$ cat src/rtl/core/tdrt_pkg.sv
// tdrt_pkg: shared types, constants and tables of the touch dial rotation tracker
// used by every module under rtl/core; depends on nothing else

package tdrt_pkg;

   // default parameter values
   localparam int COORD_BITS_DEF = 10;
   localparam int TOTAL_BITS_DEF = 32;

   // configuration register indexes
   localparam int                CSR_INDEX_W     = 2;
   localparam logic [CSR_INDEX_W-1:0] CSR_CENTRE_X    = 2'd0;
   localparam logic [CSR_INDEX_W-1:0] CSR_CENTRE_Y    = 2'd1;
   localparam logic [CSR_INDEX_W-1:0] CSR_REPORT_MODE = 2'd2;

   localparam int CENTRE_X_RESET = 160;
   localparam int CENTRE_Y_RESET = 120;

   // result item layout, lowest bit first
   localparam int VALUE_W   = 32;
   localparam int STEP_W    = 9;
   localparam int ANGLE_W   = 9;
   localparam int RSP_FIELDS_W = VALUE_W + STEP_W + ANGLE_W + 1;
   localparam int RSP_TDATA_W  = ((RSP_FIELDS_W + 7) / 8) * 8;

   // octant classes handed from front to back
   localparam logic [1:0] KIND_ZERO   = 2'd0;
   localparam logic [1:0] KIND_DIAG   = 2'd1;
   localparam logic [1:0] KIND_CORDIC = 2'd2;

   typedef struct packed {
      logic       touching;
      logic       swapped;
      logic       neg_x;
      logic       neg_y;
      logic [1:0] kind;
   } flags_type;

   localparam int FLAGS_W = $bits(flags_type);

   // cordic: vector scaled by 2^14, angle in q16 degrees
   localparam int CORDIC_STEPS = 16;
   localparam int CORDIC_PRESHIFT = 14;
   localparam int FRAC_BITS = 16;
   localparam int ZW = 25;
   localparam int ATAN_W = 22;

   localparam logic [ATAN_W-1:0] ATAN_Q16 [CORDIC_STEPS] = '{
      22'd2949120, 22'd1740967, 22'd919879, 22'd466945,
      22'd234379,  22'd117304,  22'd58666,  22'd29335,
      22'd14668,   22'd7334,    22'd3667,   22'd1833,
      22'd917,     22'd458,     22'd229,    22'd115
   };

   localparam logic signed [ZW-1:0] DEG45_Q  = ZW'(45 * 65536);
   localparam logic signed [ZW-1:0] DEG90_Q  = ZW'(90 * 65536);
   localparam logic signed [ZW-1:0] DEG180_Q = ZW'(180 * 65536);

   localparam int HALF_TURN = 180;
   localparam int FULL_TURN = 360;

   localparam int QUEUE_DEPTH = 2;

endpackage

$ cat src/rtl/core/tdrt_queue.sv
// tdrt_queue: small register queue between the front and back ends
// depends on tdrt_pkg for its default depth

module tdrt_queue #(
   parameter int WIDTH = 8,
   parameter int DEPTH = tdrt_pkg::QUEUE_DEPTH
) (
   input  logic             clock,
   input  logic             reset,
   input  logic             push,
   input  logic [WIDTH-1:0] wdata,
   output logic             full,
   input  logic             pop,
   output logic [WIDTH-1:0] rdata,
   output logic             empty
);

   localparam int PTR_W = (DEPTH > 1) ? $clog2(DEPTH) : 1;
   localparam int CNT_W = $clog2(DEPTH + 1);

   logic [WIDTH-1:0] mem_ff [DEPTH];
   logic [PTR_W-1:0] wr_ptr_ff, wr_ptr_in;
   logic [PTR_W-1:0] rd_ptr_ff, rd_ptr_in;
   logic [CNT_W-1:0] count_ff, count_in;
   logic             do_push, do_pop;

   assign full    = (count_ff == CNT_W'(DEPTH));
   assign empty   = (count_ff == '0);
   assign do_push = push && !full;
   assign do_pop  = pop && !empty;
   assign rdata   = mem_ff[rd_ptr_ff];

   always_comb begin
      wr_ptr_in = wr_ptr_ff;
      rd_ptr_in = rd_ptr_ff;
      count_in  = count_ff;
      if (do_push) begin
         wr_ptr_in = (wr_ptr_ff == PTR_W'(DEPTH - 1)) ? '0 : wr_ptr_ff + 1'b1;
      end
      if (do_pop) begin
         rd_ptr_in = (rd_ptr_ff == PTR_W'(DEPTH - 1)) ? '0 : rd_ptr_ff + 1'b1;
      end
      if (do_push && !do_pop) begin
         count_in = count_ff + 1'b1;
      end else if (do_pop && !do_push) begin
         count_in = count_ff - 1'b1;
      end
   end

   always_ff @(posedge clock) begin
      if (reset) begin
         wr_ptr_ff <= '0;
         rd_ptr_ff <= '0;
         count_ff  <= '0;
      end else begin
         wr_ptr_ff <= wr_ptr_in;
         rd_ptr_ff <= rd_ptr_in;
         count_ff  <= count_in;
      end
   end

   always_ff @(posedge clock) begin
      if (do_push) begin
         mem_ff[wr_ptr_ff] <= wdata;
      end
   end

endmodule

$ cat src/rtl/core/tdrt_front.sv
// tdrt_front: takes touch samples, forms the offset from the centre and
// folds it to the first octant; depends on tdrt_pkg

module tdrt_front #(
   parameter int COORD_BITS = tdrt_pkg::COORD_BITS_DEF
) (
   input  logic                      clock,
   input  logic                      reset,
   input  logic                      in_valid,
   output logic                      in_ready,
   input  logic [COORD_BITS-1:0]     touch_x,
   input  logic [COORD_BITS-1:0]     touch_y,
   input  logic [COORD_BITS-1:0]     centre_x,
   input  logic [COORD_BITS-1:0]     centre_y,
   output logic                      q_push,
   input  logic                      q_full,
   output tdrt_pkg::flags_type       q_flags,
   output logic [COORD_BITS-1:0]     q_big,
   output logic [COORD_BITS-1:0]     q_small
);

   logic                         st_valid_ff, st_valid_in;
   logic [COORD_BITS-1:0]        ax_ff, ay_ff;
   logic                         neg_x_ff, neg_y_ff, touch_ff;
   logic signed [COORD_BITS:0]   dx, dy;
   logic [COORD_BITS:0]          abs_x, abs_y;
   logic                         accept, swap;

   assign accept   = in_valid && in_ready;
   assign in_ready = !st_valid_ff || !q_full;
   assign q_push   = st_valid_ff;

   assign dx    = $signed({1'b0, touch_x}) - $signed({1'b0, centre_x});
   assign dy    = $signed({1'b0, touch_y}) - $signed({1'b0, centre_y});
   assign abs_x = dx[COORD_BITS] ? (-dx) : dx;
   assign abs_y = dy[COORD_BITS] ? (-dy) : dy;

   always_comb begin
      st_valid_in = st_valid_ff;
      if (accept) begin
         st_valid_in = 1'b1;
      end else if (st_valid_ff && !q_full) begin
         st_valid_in = 1'b0;
      end
   end

   always_ff @(posedge clock) begin
      if (reset) begin
         st_valid_ff <= 1'b0;
      end else begin
         st_valid_ff <= st_valid_in;
      end
   end

   always_ff @(posedge clock) begin
      if (accept) begin
         ax_ff    <= abs_x[COORD_BITS-1:0];
         ay_ff    <= abs_y[COORD_BITS-1:0];
         neg_x_ff <= dx[COORD_BITS];
         neg_y_ff <= dy[COORD_BITS];
         touch_ff <= (touch_x != '0) && (touch_y != '0);
      end
   end

   // fold into the first octant and pick the shortcut cases
   assign swap    = ay_ff > ax_ff;
   assign q_big   = swap ? ay_ff : ax_ff;
   assign q_small = swap ? ax_ff : ay_ff;

   always_comb begin
      q_flags.touching = touch_ff;
      q_flags.swapped  = swap;
      q_flags.neg_x    = neg_x_ff;
      q_flags.neg_y    = neg_y_ff;
      priority if (q_small == '0) begin
         q_flags.kind = tdrt_pkg::KIND_ZERO;
      end else if (q_small == q_big) begin
         q_flags.kind = tdrt_pkg::KIND_DIAG;
      end else begin
         q_flags.kind = tdrt_pkg::KIND_CORDIC;
      end
   end

endmodule

$ cat src/rtl/core/tdrt_back.sv
// tdrt_back: cordic angle, unfolding, step and total tracking, result register
// depends on tdrt_pkg

module tdrt_back #(
   parameter int COORD_BITS = tdrt_pkg::COORD_BITS_DEF,
   parameter int TOTAL_BITS = tdrt_pkg::TOTAL_BITS_DEF
) (
   input  logic                               clock,
   input  logic                               reset,
   input  logic                               q_empty,
   output logic                               q_pop,
   input  tdrt_pkg::flags_type                q_flags,
   input  logic [COORD_BITS-1:0]              q_big,
   input  logic [COORD_BITS-1:0]              q_small,
   input  logic                               report_mode,
   output logic                               out_valid,
   input  logic                               out_ready,
   output logic [tdrt_pkg::RSP_TDATA_W-1:0]   out_data
);

   // room for the cordic gain of about 1.65 on a vector up to sqrt(2) times the
   // larger magnitude, plus the sign
   localparam int CW    = COORD_BITS + tdrt_pkg::CORDIC_PRESHIFT + 3;
   localparam int ZW    = tdrt_pkg::ZW;
   localparam int IW    = $clog2(tdrt_pkg::CORDIC_STEPS);
   localparam int AW    = tdrt_pkg::ANGLE_W;
   localparam int SW    = tdrt_pkg::STEP_W;
   localparam int FB    = tdrt_pkg::FRAC_BITS;
   localparam int PAD_W = tdrt_pkg::RSP_TDATA_W - tdrt_pkg::RSP_FIELDS_W;

   localparam logic [1:0] ST_IDLE  = 2'd0;
   localparam logic [1:0] ST_RUN   = 2'd1;
   localparam logic [1:0] ST_ANGLE = 2'd2;
   localparam logic [1:0] ST_EMIT  = 2'd3;

   localparam logic signed [AW:0] HALF_S  = (AW + 1)'(tdrt_pkg::HALF_TURN);
   localparam logic signed [AW:0] FULL_S  = (AW + 1)'(tdrt_pkg::FULL_TURN);
   localparam logic [AW-1:0]      FULL_U  = AW'(tdrt_pkg::FULL_TURN);

   logic [1:0]                 state_ff, state_in;
   logic [IW-1:0]              iter_ff, iter_in;
   logic signed [CW-1:0]       x_ff, x_in, y_ff, y_in;
   logic signed [ZW-1:0]       z_ff, z_in;
   tdrt_pkg::flags_type        flags_ff;
   logic [AW-1:0]              angle_ff, angle_in;
   logic [AW-1:0]              prev_ff, prev_in;
   logic                       was_ff, was_in;
   logic signed [TOTAL_BITS-1:0] total_ff, total_in;
   logic                       out_valid_ff, out_valid_in;
   logic [tdrt_pkg::RSP_TDATA_W-1:0] out_data_ff, out_data_in;

   logic                       out_free, load;
   logic signed [CW-1:0]       x_sh, y_sh;
   logic signed [ZW-1:0]       atan_term;

   assign out_free  = !out_valid_ff || out_ready;
   assign q_pop     = (state_ff == ST_IDLE) && !q_empty;
   assign load      = (state_ff == ST_EMIT) && out_free;
   assign out_valid = out_valid_ff;
   assign out_data  = out_data_ff;

   assign x_sh      = x_ff >>> iter_ff;
   assign y_sh      = y_ff >>> iter_ff;
   assign atan_term = $signed(ZW'(tdrt_pkg::ATAN_Q16[iter_ff]));

   // sequencer and cordic iterations
   always_comb begin
      state_in = state_ff;
      iter_in  = iter_ff;
      x_in     = x_ff;
      y_in     = y_ff;
      z_in     = z_ff;
      unique case (state_ff)
         ST_IDLE: begin
            if (!q_empty) begin
               iter_in = '0;
               x_in    = $signed(CW'(q_big) << tdrt_pkg::CORDIC_PRESHIFT);
               y_in    = $signed(CW'(q_small) << tdrt_pkg::CORDIC_PRESHIFT);
               unique case (q_flags.kind)
                  tdrt_pkg::KIND_DIAG: begin
                     z_in     = tdrt_pkg::DEG45_Q;
                     state_in = ST_ANGLE;
                  end
                  tdrt_pkg::KIND_CORDIC: begin
                     z_in     = '0;
                     state_in = ST_RUN;
                  end
                  default: begin
                     z_in     = '0;
                     state_in = ST_ANGLE;
                  end
               endcase
            end
         end
         ST_RUN: begin
            if (y_ff > 0) begin
               x_in = x_ff + y_sh;
               y_in = y_ff - x_sh;
               z_in = z_ff + atan_term;
            end else begin
               x_in = x_ff - y_sh;
               y_in = y_ff + x_sh;
               z_in = z_ff - atan_term;
            end
            iter_in = iter_ff + 1'b1;
            if (iter_ff == IW'(tdrt_pkg::CORDIC_STEPS - 1)) begin
               state_in = ST_ANGLE;
            end
         end
         ST_ANGLE: begin
            state_in = ST_EMIT;
         end
         ST_EMIT: begin
            if (out_free) begin
               state_in = ST_IDLE;
            end
         end
         default: begin
            state_in = ST_IDLE;
         end
      endcase
   end

   // clamp, unfold to a full turn and truncate to whole degrees
   always_comb begin
      logic signed [ZW-1:0] a, t, mag;
      logic [AW-1:0]        whole;
      a = z_ff;
      if (z_ff < 0) begin
         a = '0;
      end else if (z_ff > tdrt_pkg::DEG45_Q) begin
         a = tdrt_pkg::DEG45_Q;
      end
      t = flags_ff.swapped ? (tdrt_pkg::DEG90_Q - a) : a;
      if (flags_ff.neg_x) begin
         t = tdrt_pkg::DEG180_Q - t;
      end
      if (flags_ff.neg_y) begin
         t = -t;
      end
      mag   = t[ZW-1] ? (-t) : t;
      whole = mag[FB+AW-1:FB];
      angle_in = (t[ZW-1] && whole != '0) ? (FULL_U - whole) : whole;
   end

   // step wrap and saturating total
   always_comb begin
      logic [AW-1:0]               prev_eff;
      logic signed [AW:0]          diff;
      logic signed [SW-1:0]        step;
      logic signed [TOTAL_BITS:0]  sum;
      logic signed [tdrt_pkg::VALUE_W-1:0] value;
      prev_eff = was_ff ? prev_ff : angle_ff;
      diff = $signed({1'b0, angle_ff}) - $signed({1'b0, prev_eff});
      if (diff > HALF_S) begin
         diff = diff - FULL_S;
      end else if (diff < -HALF_S) begin
         diff = diff + FULL_S;
      end
      step = flags_ff.touching ? diff[SW-1:0] : '0;
      sum  = (TOTAL_BITS + 1)'(total_ff) + (TOTAL_BITS + 1)'(step);
      prev_in  = prev_ff;
      was_in   = was_ff;
      total_in = total_ff;
      if (load) begin
         was_in = flags_ff.touching;
         if (flags_ff.touching) begin
            prev_in = angle_ff;
            unique case (sum[TOTAL_BITS:TOTAL_BITS-1])
               2'b01:   total_in = {1'b0, {(TOTAL_BITS - 1){1'b1}}};
               2'b10:   total_in = {1'b1, {(TOTAL_BITS - 1){1'b0}}};
               default: total_in = sum[TOTAL_BITS-1:0];
            endcase
         end
      end
      value = report_mode ? tdrt_pkg::VALUE_W'(step) : tdrt_pkg::VALUE_W'(total_in);
      out_data_in = {{PAD_W{1'b0}}, flags_ff.touching, angle_ff, step, value};
   end

   always_comb begin
      out_valid_in = out_valid_ff;
      if (load) begin
         out_valid_in = 1'b1;
      end else if (out_ready) begin
         out_valid_in = 1'b0;
      end
   end

   always_ff @(posedge clock) begin
      if (reset) begin
         state_ff     <= ST_IDLE;
         prev_ff      <= '0;
         was_ff       <= 1'b0;
         total_ff     <= '0;
         out_valid_ff <= 1'b0;
      end else begin
         state_ff     <= state_in;
         prev_ff      <= prev_in;
         was_ff       <= was_in;
         total_ff     <= total_in;
         out_valid_ff <= out_valid_in;
      end
   end

   always_ff @(posedge clock) begin
      iter_ff <= iter_in;
      x_ff    <= x_in;
      y_ff    <= y_in;
      z_ff    <= z_in;
      if (q_pop) begin
         flags_ff <= q_flags;
      end
      if (state_ff == ST_ANGLE) begin
         angle_ff <= angle_in;
      end
      if (load) begin
         out_data_ff <= out_data_in;
      end
   end

endmodule

$ cat src/rtl/core/touch_dial_rotation_tracker.sv
// touch_dial_rotation_tracker: top level, configuration registers and the
// front end, queue and back end; depends on tdrt_pkg, tdrt_front, tdrt_queue, tdrt_back
//
//   channel  direction  payload (lowest bit first)
//   req_     in         touch_x, touch_y
//   rsp_     out        reported_value, step_degrees, current_angle, is_touching
//   csr_     in         write of centre_x, centre_y, report_mode by index
//
// an item whose offset needs the cordic passes through the back end in steps:
// a fetch, 16 iterations of the shared cordic stage, an unfold of the angle
// and an update of the total into the result register; on an axis, a diagonal
// or the centre it skips the iterations; the update waits while the result is stalled.
// synchronous reset clears the angle history, the total and all valid flags
// and loads the centre and mode registers with their defaults.
// the front end keeps taking items into the queue while the back end or
// the result register is stalled, until the queue is full.

module touch_dial_rotation_tracker #(
   parameter int COORD_BITS = tdrt_pkg::COORD_BITS_DEF,
   parameter int TOTAL_BITS = tdrt_pkg::TOTAL_BITS_DEF
) (
   input  logic clock,
   input  logic reset,
   input  logic req_tvalid,
   output logic req_tready,
   // touch_x, touch_y
   input  logic [((2 * COORD_BITS + 7) / 8) * 8 - 1:0] req_tdata,
   output logic rsp_tvalid,
   input  logic rsp_tready,
   // reported_value, step_degrees, current_angle, is_touching
   output logic [tdrt_pkg::RSP_TDATA_W-1:0] rsp_tdata,
   input  logic csr_we,
   input  logic [tdrt_pkg::CSR_INDEX_W-1:0] csr_index,
   input  logic [COORD_BITS-1:0] csr_wdata
);

   localparam int QW = tdrt_pkg::FLAGS_W + 2 * COORD_BITS;

   logic [COORD_BITS-1:0] centre_x_ff, centre_x_in;
   logic [COORD_BITS-1:0] centre_y_ff, centre_y_in;
   logic                  mode_ff, mode_in;

   logic                  q_push, q_full, q_pop, q_empty;
   tdrt_pkg::flags_type   f_flags, b_flags;
   logic [COORD_BITS-1:0] f_big, f_small, b_big, b_small;
   logic [QW-1:0]         q_wdata, q_rdata;

   always_comb begin
      centre_x_in = centre_x_ff;
      centre_y_in = centre_y_ff;
      mode_in     = mode_ff;
      if (csr_we) begin
         unique case (csr_index)
            tdrt_pkg::CSR_CENTRE_X:    centre_x_in = csr_wdata;
            tdrt_pkg::CSR_CENTRE_Y:    centre_y_in = csr_wdata;
            tdrt_pkg::CSR_REPORT_MODE: mode_in     = csr_wdata[0];
            default: ;
         endcase
      end
   end

   always_ff @(posedge clock) begin
      if (reset) begin
         centre_x_ff <= COORD_BITS'(tdrt_pkg::CENTRE_X_RESET);
         centre_y_ff <= COORD_BITS'(tdrt_pkg::CENTRE_Y_RESET);
         mode_ff     <= 1'b0;
      end else begin
         centre_x_ff <= centre_x_in;
         centre_y_ff <= centre_y_in;
         mode_ff     <= mode_in;
      end
   end

   tdrt_front #(
      .COORD_BITS (COORD_BITS)
   ) u_front (
      .clock    (clock),
      .reset    (reset),
      .in_valid (req_tvalid),
      .in_ready (req_tready),
      .touch_x  (req_tdata[COORD_BITS-1:0]),
      .touch_y  (req_tdata[2*COORD_BITS-1:COORD_BITS]),
      .centre_x (centre_x_ff),
      .centre_y (centre_y_ff),
      .q_push   (q_push),
      .q_full   (q_full),
      .q_flags  (f_flags),
      .q_big    (f_big),
      .q_small  (f_small)
   );

   assign q_wdata = {f_flags, f_big, f_small};

   tdrt_queue #(
      .WIDTH (QW),
      .DEPTH (tdrt_pkg::QUEUE_DEPTH)
   ) u_queue (
      .clock (clock),
      .reset (reset),
      .push  (q_push),
      .wdata (q_wdata),
      .full  (q_full),
      .pop   (q_pop),
      .rdata (q_rdata),
      .empty (q_empty)
   );

   assign {b_flags, b_big, b_small} = q_rdata;

   tdrt_back #(
      .COORD_BITS (COORD_BITS),
      .TOTAL_BITS (TOTAL_BITS)
   ) u_back (
      .clock       (clock),
      .reset       (reset),
      .q_empty     (q_empty),
      .q_pop       (q_pop),
      .q_flags     (b_flags),
      .q_big       (b_big),
      .q_small     (b_small),
      .report_mode (mode_ff),
      .out_valid   (rsp_tvalid),
      .out_ready   (rsp_tready),
      .out_data    (rsp_tdata)
   );

endmodule

$ cat config.mk
export PLATFORM = sky130hd
export DESIGN_NAME = touch_dial_rotation_tracker
export DESIGN_NICKNAME = d
export VERILOG_FILES = /design/src/rtl/core/tdrt_pkg.sv /design/src/rtl/core/tdrt_queue.sv /design/src/rtl/core/tdrt_front.sv /design/src/rtl/core/tdrt_back.sv /design/src/rtl/core/touch_dial_rotation_tracker.sv
export SDC_FILE = /design/constraint.sdc
export NUM_CORES = 1
export LEC_CHECK = 0
export BUFFER_PORTS_ARGS = -buffer_cell sky130_fd_sc_hd__buf_4
export CAP_MARGIN = 15
export CORE_MARGIN = 3
export CORE_UTILIZATION = 50
export CTS_CLUSTER_SIZE = 14
export DETAILED_ROUTE_END_ITERATION = 12
export HOLD_SLACK_MARGIN = 0.02
export PLACE_DENSITY_LB_ADDON = 0.1
export SLEW_MARGIN = 15
export SYNTH_ARGS = -nofsm -noshare
export SYNTH_HDL_FRONTEND = slang
export SYNTH_HIERARCHICAL = 1
export SYNTH_SLANG_ARGS = --single-unit
$ cat constraint.sdc
create_clock -name clock -period 12.6 [get_ports clock]
set_input_delay 2.52 -clock clock [delete_from_list [all_inputs] [get_ports clock]]
set_output_delay 2.52 -clock clock [all_outputs]
set_load 0.02 [all_outputs]
==> out/results.md <==
| Step | Item | Reported |
|---|---|---|
| die | Std-Cell Core Area | 0.05048 mm2 |
| worst setup path | Peak per-stage delay on the critical path | 0.66 ns |
| die | Initial core utilization | 51.01% |
| die | I/O pins | 99 |
| grt | Antenna violations before repair | 0 |
| drt | Post-detailed-route via-to-cell ratio | 6.004 |
| drt | Router iterations before antenna repair | 5 |
| sta | Worst hold slack | 0.4549 ns |
| yosys | Post-synth top area cell | edfxtp_1 |
| die | Die area | 0.05426 mm2 |
| yosys | Proportion of synthesized flip-flops having asynchronous set or reset | 0% |
| yosys | Proportion of synthesized chip area in sequential cells | 31.49% |
| sta | Final period demand of the worst path | 9.569 ns |
| drt | Final ANT Viol Nets | 0 |
| worst setup path | CP Max Fanout | 34 |
| placed design | Weighted congestion at the end of routability-driven global placement | 0.9026 |
| cts | TritonCTS buffer count | 36 |
| grt | Overall routing resource usage | 22.98% |
| yosys | Most common cell in the synthesized netlist | nor2_1 |
| drt | DR iter-0 viols | 1453 |
| run | Max capacitance violation total | 0 |
| sta | Unrepaired setup endpoints after global routing | false |
| die | Die width | 232.9 um |
| sta | Tightest slew margin relative to the limit | 33.19% |
| placed design | Quantity of I/O buffers inserted on ports | 89 |
| cells and area | Nets | 3144 |
| worst setup path | Required time at the worst-slack endpoint | 12.97 ns |
| sta | Number of max-slew violations in the final report | 0 |
| yosys | Number of unique standard cell types used by synthesis | 105 |
| die | Height of the die | 232.9 um |
| yosys | Count of warnings emitted by yosys | 6 |
| sta | Count of endpoints failing hold in the final timing report | 0 |
| yosys | Ys flop type | edfxtp_1 |
| cts | Clock sinks | 294 |
| cts | CTS max path bufs | 3 |
| drt | Total via count in the routed design | 21730 |
| cts | H-tree levels | 2 |
| yosys | Syn Area/Cell | 8.849 um2 |
| drt | Drt total wl | 63820 um |
| placed design | Total half-perimeter wirelength after legalization and detailed placement | 45840 um |
| sta | Transition at the pin with the smallest max-transition slack | 1.002 ns |
| sta | Portion of the clock cycle consumed by the worst path in the final layout | 75.94% |
| sta | Setup Skew | 0.01945 ns |
| yosys | Cells taking the most area after synthesis | edfxtp_1, ha_1, dfxtp_1, a21oi_1, xnor2_1 |
| yosys | Number of register bits inferred by synthesis | 294 |
| worst setup path | Type of element capturing the critical path | flop |
| yosys | Area share of the leading cell type in the synthesized netlist | 25.89% |
| yosys | Post-synthesis instance total | 2910 |
| worst setup path | Cell with the biggest individual delay on the critical path | dfxtp_1 |
| yosys | Post-synth design cell area | 0.02575 mm2 |
| cts | Hold buffers post-CTS | 0 |
| cts | TritonCTS clock tree | built |
| die | Site Rows | 82 |
| grt | Total congestion overflow after global routing | 0 |
| grt | First-pass GRT wire length | 104200 um |
| cts | Buffers inserted by post-CTS timing repair | 0 |
| cts | Clock slew at reported path FFs | 0.06 ns |
| cts | CTS root buffer | clkbuf_16 |
| sta | F_max | 104.5 MHz |
| cells and area | Share of layout cells above drive strength 1 | 11.87% |
| yosys | Number of enable-type register cells in the synthesized netlist | 222 |
| worst setup path | Category of the critical setup timing path | flop to flop |
| sta | Post-route setup TNS | 0 ns |
| grt | Vias in the first global route | 20870 |
| drt | Routed len/inst | 17.63 um |
| cells and area | Layout overhead on the synthesized area | 9.013% |
| cts | Insertion delay of the later-clocked pin in the worst-skew pair | 0.54 ns |
| cts | Total of cells resized after clock tree synthesis | 0 |
| run status | Outcome | completed |
| drt | Number of design rule violations left after detail routing | 0 |
| worst setup path | Startpoint kind of the worst setup timing path | flop |
| hold path | Hold Crit Class | flop to flop |
| cells and area | # diodes | 0 |
| sta | Setup-violating endpoint count in the final report | 0 |
| yosys | Cell types with the highest counts after synthesis | nor2_1, a21oi_1, nand2_1 |
| grt | Largest net degree at the start of global routing | 87 |
| worst setup path | Endpoint arrival time on the critical path | 9.94 ns |
[per-layer routing]
layer	vias up	share of wire, %	track usage [%]
li1	10760	-	-
met1	10380	47	31.72
met2	489	47	38.04
met3	108	3.9	2.449
met4	0	2.4	6.967
met5	-	0	0
[cells in the final DEF, fill, tap and decap left out, types with 20 or more instances in the layout]
| cell | count |
|---|---|
| mux2_2 | 73 |
| inv_1 | 146 |
| nor4_1 | 32 |
| clkbuf_16 | 36 |
| buf_4 | 116 |
| mux2i_1 | 68 |
| edfxtp_1 | 222 |
| o31ai_1 | 29 |
| or3_1 | 23 |
| mux4_2 | 43 |
| xnor2_1 | 135 |
| a31oi_1 | 47 |
| and3_1 | 34 |
| nor2_1 | 268 |
| nand4_1 | 23 |
| and2_1 | 35 |
| a211oi_1 | 22 |
| nor2b_1 | 33 |
| a21o_1 | 48 |
| ha_1 | 172 |
| dfxtp_1 | 72 |
| o21a_1 | 25 |
| a21oi_1 | 249 |
| xor2_1 | 87 |
| o21ai_0 | 173 |
| nand3_1 | 59 |
| nand2_1 | 232 |
| o211ai_1 | 23 |
| or2_2 | 20 |
| nand2b_1 | 49 |
| nor3_1 | 71 |
[worst max-delay path: cells and delay by family (launching register included)]
family | cells | cell delay (ns)
multiplexers | 3 | 0.81
AO/OA/AOI/OAI | 20 | 4.96
AND/OR/NAND/NOR | 9 | 1.40
adder cells (fa/ha/maj) | 3 | 1.20
flip-flops | 1 | 0.66
buffers and inverters | 1 | 0.36
[state kept, by name, indices dropped and copies added (netlist names), 2 cells and up, named ones only]
signal and count:
u_back/out_data 51, u_back/prev_ff 9, u_back/state_ff 2, u_queue/mem_ff 52, u_queue/count_ff 2, u_front/ay_ff 10, u_back/z_ff 25, u_front/ax_ff 10
u_back/flags_ff 4, u_back/total_ff 32, centre_x_ff 10, u_back/iter_ff 4, u_back/y_ff 27, u_back/angle_ff 9, centre_y_ff 10, u_back/x_ff 27
[cells by family after synthesis]
kind of cell	Yosys count	share of synthesized area [%]
adders and majority gates	180	8.950
and+or+nand+nor	944	18.03
buffers and inverters	300	4.698
muxes	184	9.596
DFF	294	31.49
other	1	0.01456
AOI/OAI and AO/OA	784	19.61
xor gates and xnor gates	223	7.614
[metrics by stage]
step / std cells / setup slack [ns] / utilization, % / cell area [um2]
final: 3620 / 3.031 / 55.61 / 28070
after global routing: 3620 / 2.116 / 55.61 / 28070
after CTS: 3617 / 2.764 / 55.53 / 28030
after detailed placement: 3554 / 2.830 / 53.26 / 26890
after global placement: 3554 / 2.963 / 53.26 / 26890
after floorplan: 2914 / 3.824 / - / 25770
[path summary, 6_finish.rpt]
kind	from	end	slack, ns	depth (start not counted)
setup / recovery	u_back/was_ff$_SDFFE_PP0P_	u_back/out_data[29]$_DFFE_PP_	3.03	36
hold / removal	u_back/prev_ff[8]$_SDFFE_PP0P_	u_back/prev_ff[8]$_SDFFE_PP0P_	0.45	2
setup reg to reg	u_back/was_ff$_SDFFE_PP0P_	u_back/out_data[29]$_DFFE_PP_	3.03	36
hold reg to reg	u_back/prev_ff[8]$_SDFFE_PP0P_	u_back/prev_ff[8]$_SDFFE_PP0P_	0.45	2
[final cells by class]
cell class,count,area (um2)
fillers,4599,22410
multi-input cells,2320,16490
flip-flops and latches,294,8108
clock buffers,50,963.4
repair buffers,119,908.4
well taps,672,840.8
inverters,152,575.6
clock inverters,13,181.4
Power is left out: the tool's default activity adds up to more than one toggle a clock period on the data nets, which glitch-free logic cannot reach.
